**config.mk**
```make
export PLATFORM = sky130hd
export DESIGN_NAME = fwq_ctrl
export DESIGN_NICKNAME = d
export VERILOG_FILES = /design/src/fwq_pkg.sv /design/src/fwq_ctrl.sv
export SDC_FILE = /design/constraint.sdc
export NUM_CORES = 1
export LEC_CHECK = 0
export BUFFER_PORTS_ARGS = -buffer_cell sky130_fd_sc_hd__buf_2
export CAP_MARGIN = 20
export CORE_MARGIN = 3
export CORE_UTILIZATION = 56
export DETAILED_ROUTE_END_ITERATION = 8
export PLACE_DENSITY_LB_ADDON = 0.08
export SYNTH_ARGS = -nofsm -noshare
export SYNTH_HDL_FRONTEND = slang
export SYNTH_SLANG_ARGS = --single-unit
```
**constraint.sdc**
```tcl
create_clock -name clk -period 3.7 [get_ports clk]
set_input_delay 0.74 -clock clk [delete_from_list [all_inputs] [get_ports clk]]
set_output_delay 0.74 -clock clk [all_outputs]
set_load 0.02 [all_outputs]
```
**src/fwq_pkg.sv**
```systemverilog
// ----------------------------------------------------------------------------
// Futex wait table package
// Sizes, codes, the key hash and the controller/datapath link types.
// ----------------------------------------------------------------------------
package fwq_pkg;

  localparam int HASH_BUCKETS = 64;
  localparam int POOL_ENTRIES = 256;
  localparam int WAITER_SLOTS = 64;
  localparam int WAKE_CAP     = 64;

  localparam int FUNC_W   = 2;
  localparam int KEY_W    = 64;
  localparam int VALUE_W  = 32;
  localparam int WID_W    = 6;
  localparam int STATUS_W = 3;
  localparam int COUNT_W  = 7;

  localparam int KEY_PAIR_W = 2 * KEY_W;

  localparam int E_IDX_W = $clog2(POOL_ENTRIES);
  localparam int E_W     = E_IDX_W + 1;
  localparam int B_W     = $clog2(HASH_BUCKETS);
  localparam int WS_IDX_W = $clog2(WAITER_SLOTS);
  localparam int WS_W     = WS_IDX_W + 1;

  localparam logic [E_W-1:0]  NIL_ENTRY  = E_W'(POOL_ENTRIES);
  localparam logic [WS_W-1:0] NIL_WAITER = WS_W'(WAITER_SLOTS);

  localparam logic [FUNC_W-1:0] FUNC_WAIT = 2'd0;
  localparam logic [FUNC_W-1:0] FUNC_WAKE = 2'd1;

  typedef enum logic [STATUS_W-1:0] {
    ST_OK        = 3'd0,
    ST_BAD_ADDR  = 3'd1,
    ST_MISMATCH  = 3'd2,
    ST_NO_ENTRY  = 3'd3,
    ST_INVALID   = 3'd4
  } status_t;

  typedef struct packed {
    logic accept;
    logic init_wr;
    logic check;
    logic head;
    logic cmp;
    logic set_full;
    logic alloc_rd;
    logic alloc;
    logic push;
    logic wh_load;
    logic popchk;
    logic pop_out;
    logic rel_unlink;
    logic rel_free;
    logic emit;
  } cmd_t;

  typedef struct packed {
    logic init_done;
    logic req_fire;
    logic err;
    logic is_wake;
    logic cur_nil;
    logic match;
    logic free_nil;
    logic head_nil;
    logic stop;
    logic cnt_zero;
    logic out_free;
  } stat_t;

  function automatic logic [B_W-1:0] bucket_of(input logic [KEY_W-1:0] sp,
                                               input logic [KEY_W-1:0] ad);
    logic [KEY_W-1:0] h;
    h = sp ^ (ad >> 2) ^ (ad >> 14);
    return h[B_W-1:0];
  endfunction

endpackage

```
**src/fwq_ctrl.sv**
```systemverilog
// ----------------------------------------------------------------------------
// Futex wait table controller
// Sequences init, chain walk, allocate, push, pop and release steps.
// ----------------------------------------------------------------------------
module fwq_ctrl (
  input  logic           clk,
  input  logic           rst,
  input  fwq_pkg::stat_t st,
  output fwq_pkg::cmd_t  cmd
);

  typedef enum logic [17:0] {
    S_INIT   = 18'h00001,
    S_IDLE   = 18'h00002,
    S_CHECK  = 18'h00004,
    S_HEAD   = 18'h00008,
    S_WALK   = 18'h00010,
    S_CMP    = 18'h00020,
    S_ARD    = 18'h00040,
    S_ALLOC  = 18'h00080,
    S_WRD    = 18'h00100,
    S_PUSH   = 18'h00200,
    S_WHD    = 18'h00400,
    S_POPCHK = 18'h00800,
    S_POP    = 18'h01000,
    S_POPNX  = 18'h02000,
    S_REL1   = 18'h04000,
    S_REL2   = 18'h08000,
    S_REL3   = 18'h10000,
    S_EMIT   = 18'h20000
  } state_t;

  state_t state, state_next;

  always_ff @(posedge clk) begin
    if (rst) begin
      state <= S_INIT;
    end else begin
      state <= state_next;
    end
  end

  always_comb begin
    cmd        = '0;
    state_next = state;
    case (state)
      S_INIT: begin
        cmd.init_wr = 1'b1;
        if (st.init_done) state_next = S_IDLE;
      end
      S_IDLE: begin
        cmd.accept = 1'b1;
        if (st.req_fire) state_next = S_CHECK;
      end
      S_CHECK: begin
        cmd.check  = 1'b1;
        state_next = st.err ? S_EMIT : S_HEAD;
      end
      S_HEAD: begin
        cmd.head   = 1'b1;
        state_next = S_WALK;
      end
      S_WALK: begin
        if (!st.cur_nil) begin
          state_next = S_CMP;
        end else if (st.is_wake) begin
          state_next = S_EMIT;
        end else if (st.free_nil) begin
          cmd.set_full = 1'b1;
          state_next   = S_EMIT;
        end else begin
          state_next = S_ARD;
        end
      end
      S_CMP: begin
        cmd.cmp    = 1'b1;
        state_next = st.match ? S_WRD : S_WALK;
      end
      S_ARD: begin
        cmd.alloc_rd = 1'b1;
        state_next   = S_ALLOC;
      end
      S_ALLOC: begin
        cmd.alloc  = 1'b1;
        state_next = S_EMIT;
      end
      S_WRD: begin
        state_next = st.is_wake ? S_WHD : S_PUSH;
      end
      S_PUSH: begin
        cmd.push   = 1'b1;
        state_next = S_EMIT;
      end
      S_WHD: begin
        cmd.wh_load = 1'b1;
        state_next  = S_POPCHK;
      end
      S_POPCHK: begin
        cmd.popchk = 1'b1;
        if (!st.head_nil && !st.stop) begin
          state_next = S_POP;
        end else if (st.head_nil) begin
          state_next = S_REL1;
        end else begin
          state_next = st.cnt_zero ? S_EMIT : S_IDLE;
        end
      end
      S_POP: begin
        state_next = S_POPNX;
      end
      S_POPNX: begin
        cmd.pop_out = 1'b1;
        if (st.out_free) state_next = S_POPCHK;
      end
      S_REL1: begin
        state_next = S_REL2;
      end
      S_REL2: begin
        cmd.rel_unlink = 1'b1;
        state_next     = S_REL3;
      end
      S_REL3: begin
        cmd.rel_free = 1'b1;
        state_next   = st.cnt_zero ? S_EMIT : S_IDLE;
      end
      S_EMIT: begin
        cmd.emit = 1'b1;
        if (st.out_free) state_next = S_IDLE;
      end
      default: begin
        state_next = S_INIT;
      end
    endcase
  end

endmodule

```
==> results, run 1 <==
- The post-cts gate resize count is 0.
- The largest registers in the layout are state: 18 flops.
- The number of pins with negative max-slew slack in the final report is 0.
- The finished layout holds 186 standard cells, fillers aside.
- The final design area excluding fillers is 1300 µm².
- The post-detailed-route via-to-cell ratio is 6.20.
- The smallest clock period supported by the final layout is computed as 2.98 ns.
- In the final layout, the share of cells above drive strength 1 is 0.280.
- The critical path endpoint category is an output pin.
- The synthesized design spends more area on one cell type than any other, namely dfxtp_1.
- In this run the standard cell core region covers 1800 µm².
- The placed instances occupy a cell area of 1280 µm².
- Power comes to 557 µW.
- The required time of the critical path is 2.96 ns.
- Summed over all failing endpoints, the final setup total negative slack is 0 ns.
- The detailed-routing iteration count for the pre-antenna-repair pass is 4.
- The min-delay analysis places its worst path in the category input pin to flip-flop.
- Clock-pin slew was measured on the worst setup and hold paths at 0.11 ns.
- The remaining antenna violation count is 0.
- The final layout contains routed wiring with a total length of 3020 µm.
- The total inserted antenna cells is 0.
- The fraction of the mapped netlist area in simple logic gates is 0.496.
- The async set or reset register ratio after synthesis is 0.
- More flip-flops sit in one register than any other, and that register is state.
- The count of filler cells inserted in the layout is 159.
- The synthesis warning total is 0.
- TritonCTS built the clock tree.
- The footprint of the multi-input gates is 732 µm².
- In this run the number of H-tree levels came out at 1.
- The startpoint kind of the worst setup timing path is a flip-flop.
- Across every metal layer, demand over resource in global routing totals 0.259.
- The worst pin sits at a relative slew slack of 0.555.
- In this run the deepest clock path goes through 2 buffers.
- Once placement completed, the tool counted placed cells totaling 183.
- By area the synthesized netlist is led by dfxtp_1, nor4_2, nor2_1.
- At the pin with the least slew margin, the transition time is 0.663 ns.
- The post-synthesis compound-gate area fraction is 0.129.
- Of the total synthesized cell area, the portion taken by full adders, half adders and majority gates is 0.
- Setup violations remaining at the end of the flow were counted as 0.
- Once the clock tree was built, the setup fixing pass inserted 0 buffers.
- The number of violations reported at the end of detailed-routing iteration 0 is 28.
- The die covers 2560 µm².
- The post-synthesis sequential area ratio is 0.323.
- The dominant combinational cell family by area after synthesis is simple AND/OR/NAND/NOR gates.
- Summing all flip-flop and latch instances after layout gives 360 µm².
- The final-report hold violation count was 0.
- 28 I/O pins were placed.
- Entering global routing, the biggest net connects 13 pins.
- The synthesized instance count is 132.
- The number of different library cells in the post-synthesis netlist is 39.
- Dividing total power by cell area gives a power density of 428 nW/µm².
- The standard-cell row count is 15.
- Of the post-synthesis cell area, the part taken by muxes is 0.
- The number of flops mapped to enable cells by yosys is 0.
- During placement, the flow inserted port buffers numbering 27.
- For this design, the sink count on the clock tree is 18.
- VDD sags by at most 0.000413 V.
- Detailed routing inserted a total of 1154 vias.
- The die extent in x is 50.6 µm.
- The via count of the first global-routing pass was 1134.
- The post-detailed-route DRC marker count is 0.
- The weighted congestion at the end of routability-driven global placement is 0.889.
- The signed area change from the synthesized netlist to the final layout is 16.6%.
- The number of clock buffers inserted by TritonCTS is 3.
- The share of the synthesized area in the top cell type is 0.323.
- After detailed routing, the average wire length per cell comes to 16.2 µm.
- The number of flip-flops in the largest register is 18.
- The analysis attributes to cell leakage a power of 0.568 nW.
- Of all nets on the critical path, the largest fanout is 7.
- The final cell utilization of the core is 0.722.
- The post-synthesis sequential element count is 18.
- The arrival time at the worst endpoint is 2.24 ns.
- The per-instance average area after synthesis is 8.45 µm².
- The library cell used most frequently in the layout, excluding fill and tap cells, is buf_2.
- The final worst clock skew is 0.0158 ns.
- The wire length of the first global-routing pass is 5040 µm.
- The run finished with clean final reports.
- For this configuration, the core starts out at a cell density of 0.619.
- The number of nets in the layout is 176.
- The number of antenna violations at the first check in global routing is 0.
- Of the total synthesized cell area, the portion taken by XOR and XNOR cells is 0.0314.
- Of the available clock period, the critical path in the final layout requires 0.805.
- The max-capacitance violation count is 0.
- Setup repair after global routing left no endpoint under its margin.
- The cell sitting at the root of the clock tree is a clkbuf_4.
- Measured along the y axis, the die boundary spans 50.6 µm.
- The critical path is of the flip-flop to output pin type.
- The peak clock frequency supported by timing is 336 MHz.
- The total congestion overflow after global routing is 0.
- The clock latency of the later-clocked register in the worst-skew pair is 0.30 ns.
- The HPWL after detailed placement is 2370 µm.
- The worst-case register-to-register setup slack is 1.20 ns.
- The most instantiated flip-flop cell in the synthesis netlist is dfxtp_1.
- In the layout the commonest cells are buf_2, dfxtp_1, nor2_1.
- The number of buffers added to fix hold violations after cts is 0.
- In this run the cell area of the synthesized design comes to 1110 µm².
- The number of nets in the synthesized netlist is 145.
area by class of cell:
type,count,area share
inverter,5,0.0144
clock buffer,3,0.0173
tap,25,0.0241
sequential,18,0.277
timing repair buffer,27,0.104
multi-input combinational,108,0.563
worst paths after layout:
kind	start	to	cells past startpoint
setup reg to reg	state[8]	state[11]	6
setup / recovery	state[8]	cmd[2]	4
hold reg to reg	state[13]	state[13]	2
hold / removal	st[2]	state[12]	2
cells by family (layout without fill, tap and decap cells):
logic type	after synthesis	count (layout)
AO/OA/AOI/OAI	17	17
XOR/XNOR	4	4
buffers and inverters	6	35
flip-flops	18	18
AND/OR/NAND/NOR	87	87
routing by layer:
layer / GRT usage / vias to the layer above / share of wire
li1: - / 558 / -
met1: 0.305 / 533 / 0.42
met2: 0.441 / 53 / 0.49
met3: 0.0682 / 10 / 0.072
met4: 0.103 / 0 / 0.019
met5: 0 / - / 0
cells in the mapped netlist (2+ instances only):
cell type and count:
a21oi_1 3, and3_1 2, nand3_1 3, nor2_1 15
dfxtp_1 18, or4b_2 2, nand2_1 12, nor3b_1 4
nor4_1 6, nor4_2 5, nor4b_1 2, nor3_1 6
or3_1 2, a211oi_1 2, o22ai_1 2, and4b_1 2
and2_1 6, or4_4 2, o21a_1 2, and4_1 4
nand4_1 4, inv_1 5, nor2b_1 3, nand2b_1 3
xor2_1 3
critical path, cell delays in order (launching register included):
cell	delay (ns)
dfxtp_1	0.36
nor4_2	0.63
nand4_1	0.33
nor4b_1	0.39
buf_2	0.23
report_power, final:
part,internal (mW),switching (mW)
sequential,0.206,0.0198
clock,0.0379,0.0591
combinational,0.0878,0.147
stage by stage:
stage	hold WS [ns]	setup slack [ns]
final	0.609	0.721
after floorplan	0.533	1.07
after global placement	0.608	1.16
after detailed placement	0.602	1.12
after global routing	0.607	0.545
after CTS	0.597	0.766
Power figures use the tool's default switching activity.
==> run 2, diff against run 1 <==
--- a/config.mk
+++ b/config.mk
@@ -8,7 +8,7 @@
 export BUFFER_PORTS_ARGS = -buffer_cell sky130_fd_sc_hd__buf_2
 export CAP_MARGIN = 20
 export CORE_MARGIN = 3
-export CORE_UTILIZATION = 56
+export CORE_UTILIZATION = 52
 export DETAILED_ROUTE_END_ITERATION = 8
 export PLACE_DENSITY_LB_ADDON = 0.08
 export SYNTH_ARGS = -nofsm -noshare
==> constraint.sdc (replaced) <==
create_clock -name clk -period 2.9 [get_ports clk]
set_input_delay 0.58 -clock clk [delete_from_list [all_inputs] [get_ports clk]]
set_output_delay 0.58 -clock clk [all_outputs]
set_load 0.02 [all_outputs]
==> results, run 2 (same netlist as run 1, synthesis figures left out) <==
- The total core area is 2000 µm² (was 1800 µm²).
- The maximum root-to-sink buffer count is 2 (unchanged).
- The average wire per standard cell is 15.8 µm (was 16.2 µm).
- The peak clock frequency supported by timing is 378 MHz.
- The transition time of the tightest slew-check pin is 0.524 ns (was 0.663 ns).
- The critical path start-end classification is flip-flop to output pin (unchanged).
- The pin count of the biggest net entering global routing is 13 (unchanged).
- The number of pins with negative max-slew slack in the final report came to 0 (unchanged).
- The number of nets in the layout came to 177 (was 176).
- The overall fraction of global-route tracks in use is 0.242 (was 0.259).
- The max-capacitance violation count is 0 (unchanged).
- The number of I/O pins was 28 (unchanged).
- The detailed-routing iteration count for the pre-antenna-repair pass is 4 (unchanged).
- The delay of the slowest cell on the worst path is 0.55 ns (was 0.63 ns).
- The vertical die dimension is 52.3 µm (was 50.6 µm).
- The arrival time at the worst endpoint is 2.06 ns (was 2.24 ns).
- The number of antenna violations at the first check in global routing was 0 (unchanged).
- The number of violations reported at the end of detailed-routing iteration 0 came to 33 (was 28).
- The critical path endpoint category is an output pin (unchanged).
- The power density over the cells is 540 nW/µm² (was 428 nW/µm²).
- The vias after detailed routing is 1152 (was 1154).
- The standard-cell row count is 16 (was 15).
- The non-filler instance count after layout was 189 (was 186).
- Unrepaired setup endpoints after global routing: false (unchanged).
- Registers with the most flip-flops: state: 18 flops (unchanged).
- The slowest cell on the critical path is or4_4 (was nor4_2).
- The final sum of negative setup slack was 0 ns (unchanged).
- The final worst clock skew is 0.00337 ns (was 0.0158 ns).
- The post-CTS setup buffer count is 0 (unchanged).
- The worst relative slew slack is 0.647 (was 0.555).
- The clock sink total is 18 (unchanged).
- The die extent in x was 52.3 µm (was 50.6 µm).
- The largest fanout on the critical path came to 5 (was 7).
- The most common cell after layout, fill and taps aside is buf_2 (unchanged).
- The total chip power is 717 µW (was 557 µW).
- The via count of the first global-routing pass is 1082 (was 1134).
- The proportion of layout cells with a drive suffix above 1 was 0.284 (was 0.280).
- The register name with the most flops is state (unchanged).
- The ratio of final minimum period to clock period is 0.912.
- The worst-case register-to-register setup slack came to 0.62 ns (was 1.20 ns).
- The number of H-tree levels is 1 (unchanged).
- The root buffer selected by CTS is clkbuf_4 (unchanged).
- The total die area is 2740 µm² (was 2560 µm²).
- The number of flip-flops in the largest register is 18 (unchanged).
- The worst vdd rail ir drop is 0.000344 V (was 0.000413 V).
- Most frequent cells in the layout: buf_2, dfxtp_1, nor2_1 (unchanged).
- The startpoint kind of the worst setup timing path was a flip-flop (unchanged).
- The TritonCTS clock tree is built (unchanged).
- The total inserted antenna cells is 0 (unchanged).
- The HPWL after detailed placement is 2330 µm (was 2370 µm).
- The post-detailed-route DRC marker count was 0 (unchanged).
- Crit-path cells: or2_1 > or3_1 > or4_4 > inv_1 > buf_2 (was nor4_2 > nand4_1 > nor4b_1 > buf_2).
- The number of buffers added to fix hold violations after cts came to 0 (unchanged).
- The post-placement cell count came to 186 (was 183).
- The number of clock buffers inserted by TritonCTS came to 3 (unchanged).
- The clock latency of the later-clocked register in the worst-skew pair is 0.30 ns (about the same).
- The clock-pin slew on the worst setup and hold paths is 0.10 ns (was 0.11 ns).
- Status: completed (unchanged).
- The routed design could run at a clock period as short as 2.64 ns.
- The total congestion overflow after global routing was 0 (unchanged).
- The routed wire length came to 2990 µm (was 3020 µm).
- The weighted congestion at the end of routability-driven global placement is 0.880 (was 0.889).
- The post-detailed-route via-to-cell ratio is 6.10 (was 6.20).
- The count of filler cells inserted in the layout is 189 (was 159).
- The cell leakage power was 0.585 nW (was 0.568 nW).
- The starting utilization of the core area came to 0.557 (was 0.619).
- The required time of the critical path is 2.32 ns (was 2.96 ns).
- The signed area change from the synthesized netlist to the final layout was 19.1% (was 16.6%).
- The path class of the lowest-slack min-delay path is input pin to flip-flop (unchanged).
- The post-cts gate resize count is 0 (unchanged).
- The final count of negative-setup-slack endpoints is 0 (unchanged).
- The wire length of the first global-routing pass was 4870 µm (was 5040 µm).
- The remaining antenna violation count is 0 (unchanged).
- The final-report hold violation count is 0 (unchanged).
- The number of port buffers was 27 (unchanged).
## run 2: layout make-up
class / instances / area (µm²) / share of cell area
inverters: 5 / 18.8 / 0.0141
clock buffers: 3 / 22.5 / 0.0170
repair buffers: 28 / 143 / 0.107
flip-flops and latches: 18 / 360 / 0.271
multi-input cells: 108 / 749 / 0.565
well taps: 27 / 33.8 / 0.0254
## run 2: metal layers
layer  track usage  part of all wire
met1         0.299              0.43
met2         0.390              0.47
met3        0.0342             0.071
met4         0.149             0.033
met5             0                 0
## run 2: power by group
part | internal (mW) | total, mW | switching (mW)
registers | 0.262 | 0.286 | 0.0241
clock network | 0.0485 | 0.129 | 0.0801
logic | 0.121 | 0.302 | 0.181
total | 0.432 | 0.717 | 0.285
## run 2: worst max-delay path, delay by kind of cell (launching register included)
kind	cells	cell delay, ns
simple gates	3	1.18
flops	1	0.37
buf+inv	2	0.21
## run 2: stage by stage
| step | setup WS (ns) | instance area [µm²] | hold slack [ns] | util |
|---|---|---|---|---|
| floorplan | 0.435 | 1110 | 0.533 | - |
| global placement | 0.515 | 1290 | 0.581 | 0.643 |
| detailed placement | 0.459 | 1290 | 0.608 | 0.643 |
| CTS | 0.111 | 1310 | 0.446 | 0.654 |
| global route | 0.111 | 1330 | 0.446 | 0.663 |
| finish | 0.256 | 1330 | 0.443 | 0.663 |
## run 2: path summary, 6_finish.rpt
path / startpoint / endpoint / depth (start not counted)
worst max register to register: state[17] / state[11] / 6
worst min register to register: state[2] / state[3] / 2
worst min-delay path: st[2] / state[12] / 2
worst max-delay path: state[0] / cmd[1] / 5
